**src/rtl/assert_macros.svh**
```systemverilog
// assertion macros shared by the placement pipeline
// every macro samples on i_clk and is quiet while i_rst_n is low
`ifndef ASSERT_MACROS_SVH
`define ASSERT_MACROS_SVH
// plain property under the block clock and reset
`define TPUV_ASSERT(lbl, prop, msg) \
    lbl: assert property (@(posedge i_clk) disable iff (!i_rst_n) (prop)) else $error(msg);
// implication: cond in one cycle, nxt in the next
`define TPUV_ASSERT_NEXT(lbl, cond, nxt, msg) \
    lbl: assert property (@(posedge i_clk) disable iff (!i_rst_n) (cond) |=> (nxt)) \
        else $error(msg);
`endif

```
**src/rtl/tpuv_pkg.sv**
```systemverilog
// shared constants, types and saturation helper for the uv placement block
// no dependencies
package tpuv_pkg;
    localparam int FRAC_BITS = 16;
    localparam int TRIG_BITS = 14;
    localparam logic signed [31:0] ONE_Q  = 32'sd1 <<< FRAC_BITS;
    localparam logic signed [31:0] HALF_Q = 32'sd1 <<< (FRAC_BITS - 1);
    localparam logic signed [31:0] MAX32  = 32'sh7fffffff;
    localparam logic signed [31:0] MIN32  = 32'sh80000000;
    // dividend is a 34-bit signed difference, scaled by one
    localparam int DW      = 34;
    localparam int NMW     = DW + FRAC_BITS;
    localparam int QB      = 33;
    localparam int DSTEP   = 4;
    localparam int DSTAGES = (QB + DSTEP - 1) / DSTEP;
    localparam int ADDR_W  = 6;

    typedef enum logic [2:0] {
        REG_FRAME  = 3'd0,
        REG_UVROT  = 3'd1,
        REG_UCOV   = 3'd2,
        REG_VCOV   = 3'd3,
        REG_USCALE = 3'd4,
        REG_VSCALE = 3'd5,
        REG_MODE   = 3'd6
    } t_reg_idx;

    typedef struct packed {
        logic [31:0] frame_rotation;
        logic [31:0] uv_rotation;
        logic [63:0] u_cov_tr;
        logic [63:0] v_cov_tr;
        logic [63:0] u_scale_off;
        logic [63:0] v_scale_off;
        logic [4:0]  mode;
    } t_cfg;

    typedef struct packed {
        logic               valid;
        logic               last;
        logic               mapped;
        logic signed [31:0] u_in;
        logic signed [31:0] v_in;
    } t_side;

    typedef struct packed {
        logic signed [DW-1:0] d;
        logic signed [31:0]   cov;
        logic                 nodiv;
        logic signed [31:0]   x;
        logic                 chk;
    } t_dlane;

    typedef struct packed {
        logic signed [31:0] q;
        logic               bad;
    } t_dres;

    function automatic logic signed [31:0] sat32(input logic signed [63:0] x);
        if (x > 64'(MAX32)) begin
            return MAX32;
        end else if (x < 64'(MIN32)) begin
            return MIN32;
        end
        return x[31:0];
    endfunction
endpackage

```
**src/rtl/tpuv_cfg.sv**
```systemverilog
// configuration register file with an apb-style port
// depends on tpuv_pkg
module tpuv_cfg import tpuv_pkg::*; (
    input  logic              i_clk,
    input  logic              i_rst_n,
    input  logic              i_psel,
    input  logic              i_penable,
    input  logic              i_pwrite,
    input  logic [ADDR_W-1:0] i_paddr,
    input  logic [63:0]       i_pwdata,
    output logic [63:0]       o_prdata,
    output logic              o_pready,
    output t_cfg              o_cfg
);
    t_cfg     r_cfg;
    t_reg_idx w_idx;
    logic     w_wr;

    assign w_idx    = t_reg_idx'(i_paddr[ADDR_W-1:3]);
    assign w_wr     = i_psel && i_penable && i_pwrite;
    assign o_pready = 1'b1;
    assign o_cfg    = r_cfg;

    always_ff @(posedge i_clk) begin
        if (!i_rst_n) begin
            r_cfg.frame_rotation <= 32'(ONE_Q >>> 2);
            r_cfg.uv_rotation    <= 32'(ONE_Q >>> 2);
            r_cfg.u_cov_tr       <= {ONE_Q, 32'd0};
            r_cfg.v_cov_tr       <= {ONE_Q, 32'd0};
            r_cfg.u_scale_off    <= {ONE_Q, ONE_Q};
            r_cfg.v_scale_off    <= {ONE_Q, 32'd0};
            r_cfg.mode           <= 5'd3;
        end else if (w_wr) begin
            unique case (w_idx)
                REG_FRAME:  r_cfg.frame_rotation <= i_pwdata[31:0];
                REG_UVROT:  r_cfg.uv_rotation    <= i_pwdata[31:0];
                REG_UCOV:   r_cfg.u_cov_tr       <= i_pwdata;
                REG_VCOV:   r_cfg.v_cov_tr       <= i_pwdata;
                REG_USCALE: r_cfg.u_scale_off    <= i_pwdata;
                REG_VSCALE: r_cfg.v_scale_off    <= i_pwdata;
                REG_MODE:   r_cfg.mode           <= i_pwdata[4:0];
                default: ;
            endcase
        end
    end

    always_comb begin
        unique case (w_idx)
            REG_FRAME:  o_prdata = {32'd0, r_cfg.frame_rotation};
            REG_UVROT:  o_prdata = {32'd0, r_cfg.uv_rotation};
            REG_UCOV:   o_prdata = r_cfg.u_cov_tr;
            REG_VCOV:   o_prdata = r_cfg.v_cov_tr;
            REG_USCALE: o_prdata = r_cfg.u_scale_off;
            REG_VSCALE: o_prdata = r_cfg.v_scale_off;
            REG_MODE:   o_prdata = {59'd0, r_cfg.mode};
            default:    o_prdata = 64'd0;
        endcase
    end
endmodule

```
**config.mk**
```make
export PLATFORM = sky130hd
export DESIGN_NAME = tpuv_cfg
export DESIGN_NICKNAME = d
export VERILOG_FILES = /design/src/rtl/assert_macros.svh /design/src/rtl/tpuv_pkg.sv /design/src/rtl/tpuv_cfg.sv
export SDC_FILE = /design/constraint.sdc
export NUM_CORES = 1
export LEC_CHECK = 0
export ABC_AREA = 1
export BUFFER_PORTS_ARGS = -buffer_cell sky130_fd_sc_hd__buf_4
export CAP_MARGIN = 20
export CORE_AREA = 2 2 180 182
export CTS_BUF_LIST = sky130_fd_sc_hd__clkbuf_16
export DETAILED_ROUTE_END_ITERATION = 8
export DIE_AREA = 0 0 182 184
export HOLD_SLACK_MARGIN = 0.12
export PLACE_DENSITY_LB_ADDON = 0.25
export SYNTH_ARGS = -nofsm -noshare
export SYNTH_HDL_FRONTEND = slang
export SYNTH_SLANG_ARGS = --single-unit
```
**constraint.sdc**
```tcl
create_clock -name i_clk -period 2.4 [get_ports i_clk]
set_input_delay 0.48 -clock i_clk [delete_from_list [all_inputs] [get_ports i_clk]]
set_output_delay 0.48 -clock i_clk [all_outputs]
set_load 0.01 [all_outputs]
```
==> out/qor.csv <==
metric,value,unit
synth_area_per_cell,6.30,um2
grt_max_degree,69,
worstSkewPairLatency,0.50,ns
synth_common_cells,"nand2_1 (760), nor2_1 (676), dfxtp_1 (325)",
cts.sink_count,325,
die_h,184,um
cellLeakagePower,9.77,nW
slew_violations,0,
synth_seq_cells,325,
yosysUniqueCellTypes,19,
htreeDepth,2,
rows,65,
dr.pass1.iters,5,
final-setup-viol-count,0,
end_kind,output pin,
cts_tree,yes,
ys.flop_type,dfxtp_1,
cts_made_buffers,36,
io_buffers,460,
cp_max_fo,27,
grt_util_all_layers,0.326,
die-area,0.0335,mm2
crit_required,1.92,ns
viasPerCell,5.39,
holdBufCountCts,0,
hold_viol_final,0,
vias,17513,
critPathMaxStageDelay,0.23,ns
root_buffer,clkbuf_16,
synth-edff-count,0,
pwr_density_cell,578,mW/mm2
grt_pass1_vias,16000,
antenna_found_initial,1,
largest_reg_flops,325,
ios,465,
crit_top_cell,nand2_1,
grt_overflow,0,
critPathKind,input pin to output pin,
yosysWarnings,0,
synth_top_area_share,0.422,
worstPathArrival,1.73,ns
fin_crit,2.21,ns
clockBufferDepth,3,
coreArea,0.0314,mm2
dp_hpwl,37700,um
synth_nets,2522,
drv_cap,0,
drt-total-wl,57100,um
postRouteAntennaNets,0,
drt_iter0_drc,1413,
yosys-top-cells-area,"dfxtp_1 (42%), nand2_1 (19%), nor2_1 (16%)",
yosysMostFrequentCell,nand2_1,
grt_pass1_wl,87600,um
rsz0062_at_grt,false,
place_area,0.0193,mm2
hold_path.class,input pin to flip-flop,
ys_seq_area_frac,0.422,
fill_cells,2781,
async_reset_ff_frac,0,
skew,0,ns
syn_area,0.0154,mm2
die_w,182,um
cp-start-kind,input pin,
status,finished clean,
cp_slowest_cell,buf_12,
wl_per_cell,17.6,um
fin_nets,2897,
fin_area,0.0204,mm2
syn-instance-count,2447,
postCtsSetupRepairBufs,0,
drive_above_1_share,0.207,
critical_path.cell_chain,"buf_4, inv_2, nand2_1, nor2_4, buf_12, buf_4, nand2_1, nand2_1, inv_1, nand2_1, buf_4",
drc_errors,0,
start_util,0.491,
post-route-period-util,0.920,
cts-resized-gates,0,
area_growth,32.4,%
max_freq,453,MHz
gp_congestion,0.886,
timing.setup.tns,0,ns
synth_top_cell_by_area,dfxtp_1,
ir_drop,0.456,mV
clk_pin_slew,0.06,ns
[stage by stage]
| step | std cells | utilization | hold WS (ns) | total power (W) | setup WS [ns] |
|---|---|---|---|---|---|
| floorplan | 2447 | - | 0.501 | 0.00628 | 0.524 |
| global placement | 3186 | 0.616 | 0.482 | 0.00677 | 0.210 |
| detailed placement | 3186 | 0.616 | 0.490 | 0.00680 | 0.206 |
| CTS | 3248 | 0.650 | 0.195 | 0.0118 | 0.188 |
| global route | 3248 | 0.650 | 0.220 | 0.0122 | 0.0321 |
| finish | 3249 | 0.650 | 0.207 | 0.0118 | 0.191 |
[layout by cell type, fill, tap and decap left out, types with 2 or more instances in the layout]
cell,count
nor2_4,12
nand4_1,119
o21ai_0,7
nor2_1,674
nand3_1,263
clkbuf_16,37
buf_12,30
inv_2,2
clkinv_1,9
buf_4,489
inv_1,100
dfxtp_1,325
nand3_2,2
nand2_1,760
clkinv_2,8
[layer usage]
metal / wire, um / vias to the layer above / part of all wire / global-route usage
li1: - / 8398 / - / -
met1: 22100 / 7993 / 0.39 / 0.398
met2: 27100 / 995 / 0.47 / 0.562
met3: 5950 / 127 / 0.10 / 0.0721
met4: 1960 / 0 / 0.034 / 0.125
met5: 0 / - / 0 / 0
[area by class of cell]
| type | count | area, um2 | area share |
|---|---|---|---|
| Inverter | 99 | 379 | 0.0186 |
| Sequential cell | 325 | 6510 | 0.319 |
| Clock buffer | 37 | 926 | 0.0454 |
| Multi-Input combinational cell | 1840 | 7660 | 0.375 |
| Tap cell | 402 | 503 | 0.0247 |
| Timing Repair Buffer | 520 | 4290 | 0.210 |
| Antenna cell | 1 | 2.50 | 0.000123 |
| Clock inverter | 25 | 139 | 0.00681 |
[critical path: cells and delay by family]
family	cells	cell delay (ns)
buf+inv	6	0.82
simple gates	5	0.41
[logic make-up (layout without fill, tap and decap cells)]
| kind of cell | count (synthesis) | after routing | synth area share |
|---|---|---|---|
| buffers and inverters | 282 | 681 | 0.0831 |
| AND/OR/NAND/NOR | 1832 | 1832 | 0.492 |
| other | 1 | 2 | 0.000243 |
| AO/OA/AOI/OAI | 7 | 7 | 0.00227 |
| flip-flops | 325 | 325 | 0.422 |
[path summary, 6_finish.rpt]
| kind | startpoint | endpoint | slack (ns) | depth (start not counted) |
|---|---|---|---|---|
| min reg2reg | o_cfg[158]$_SDFFE_PN0P_ | o_cfg[158]$_SDFFE_PN0P_ | 0.50 | 2 |
| min | i_pwdata[16] | o_cfg[85]$_SDFFE_PN1P_ | 0.21 | 3 |
| max reg2reg | o_cfg[121]$_SDFFE_PN0P_ | o_cfg[121]$_SDFFE_PN0P_ | 1.71 | 2 |
| max | i_paddr[3] | o_prdata[7] | 0.19 | 11 |
[report_power, final]
part / switching (W) / internal, W
registers: 0.0000631 / 0.00547
logic: 0.000752 / 0.000415
clock network: 0.00221 / 0.00289
total: 0.00303 / 0.00877
Note: power is estimated with default switching activity, not from simulation.
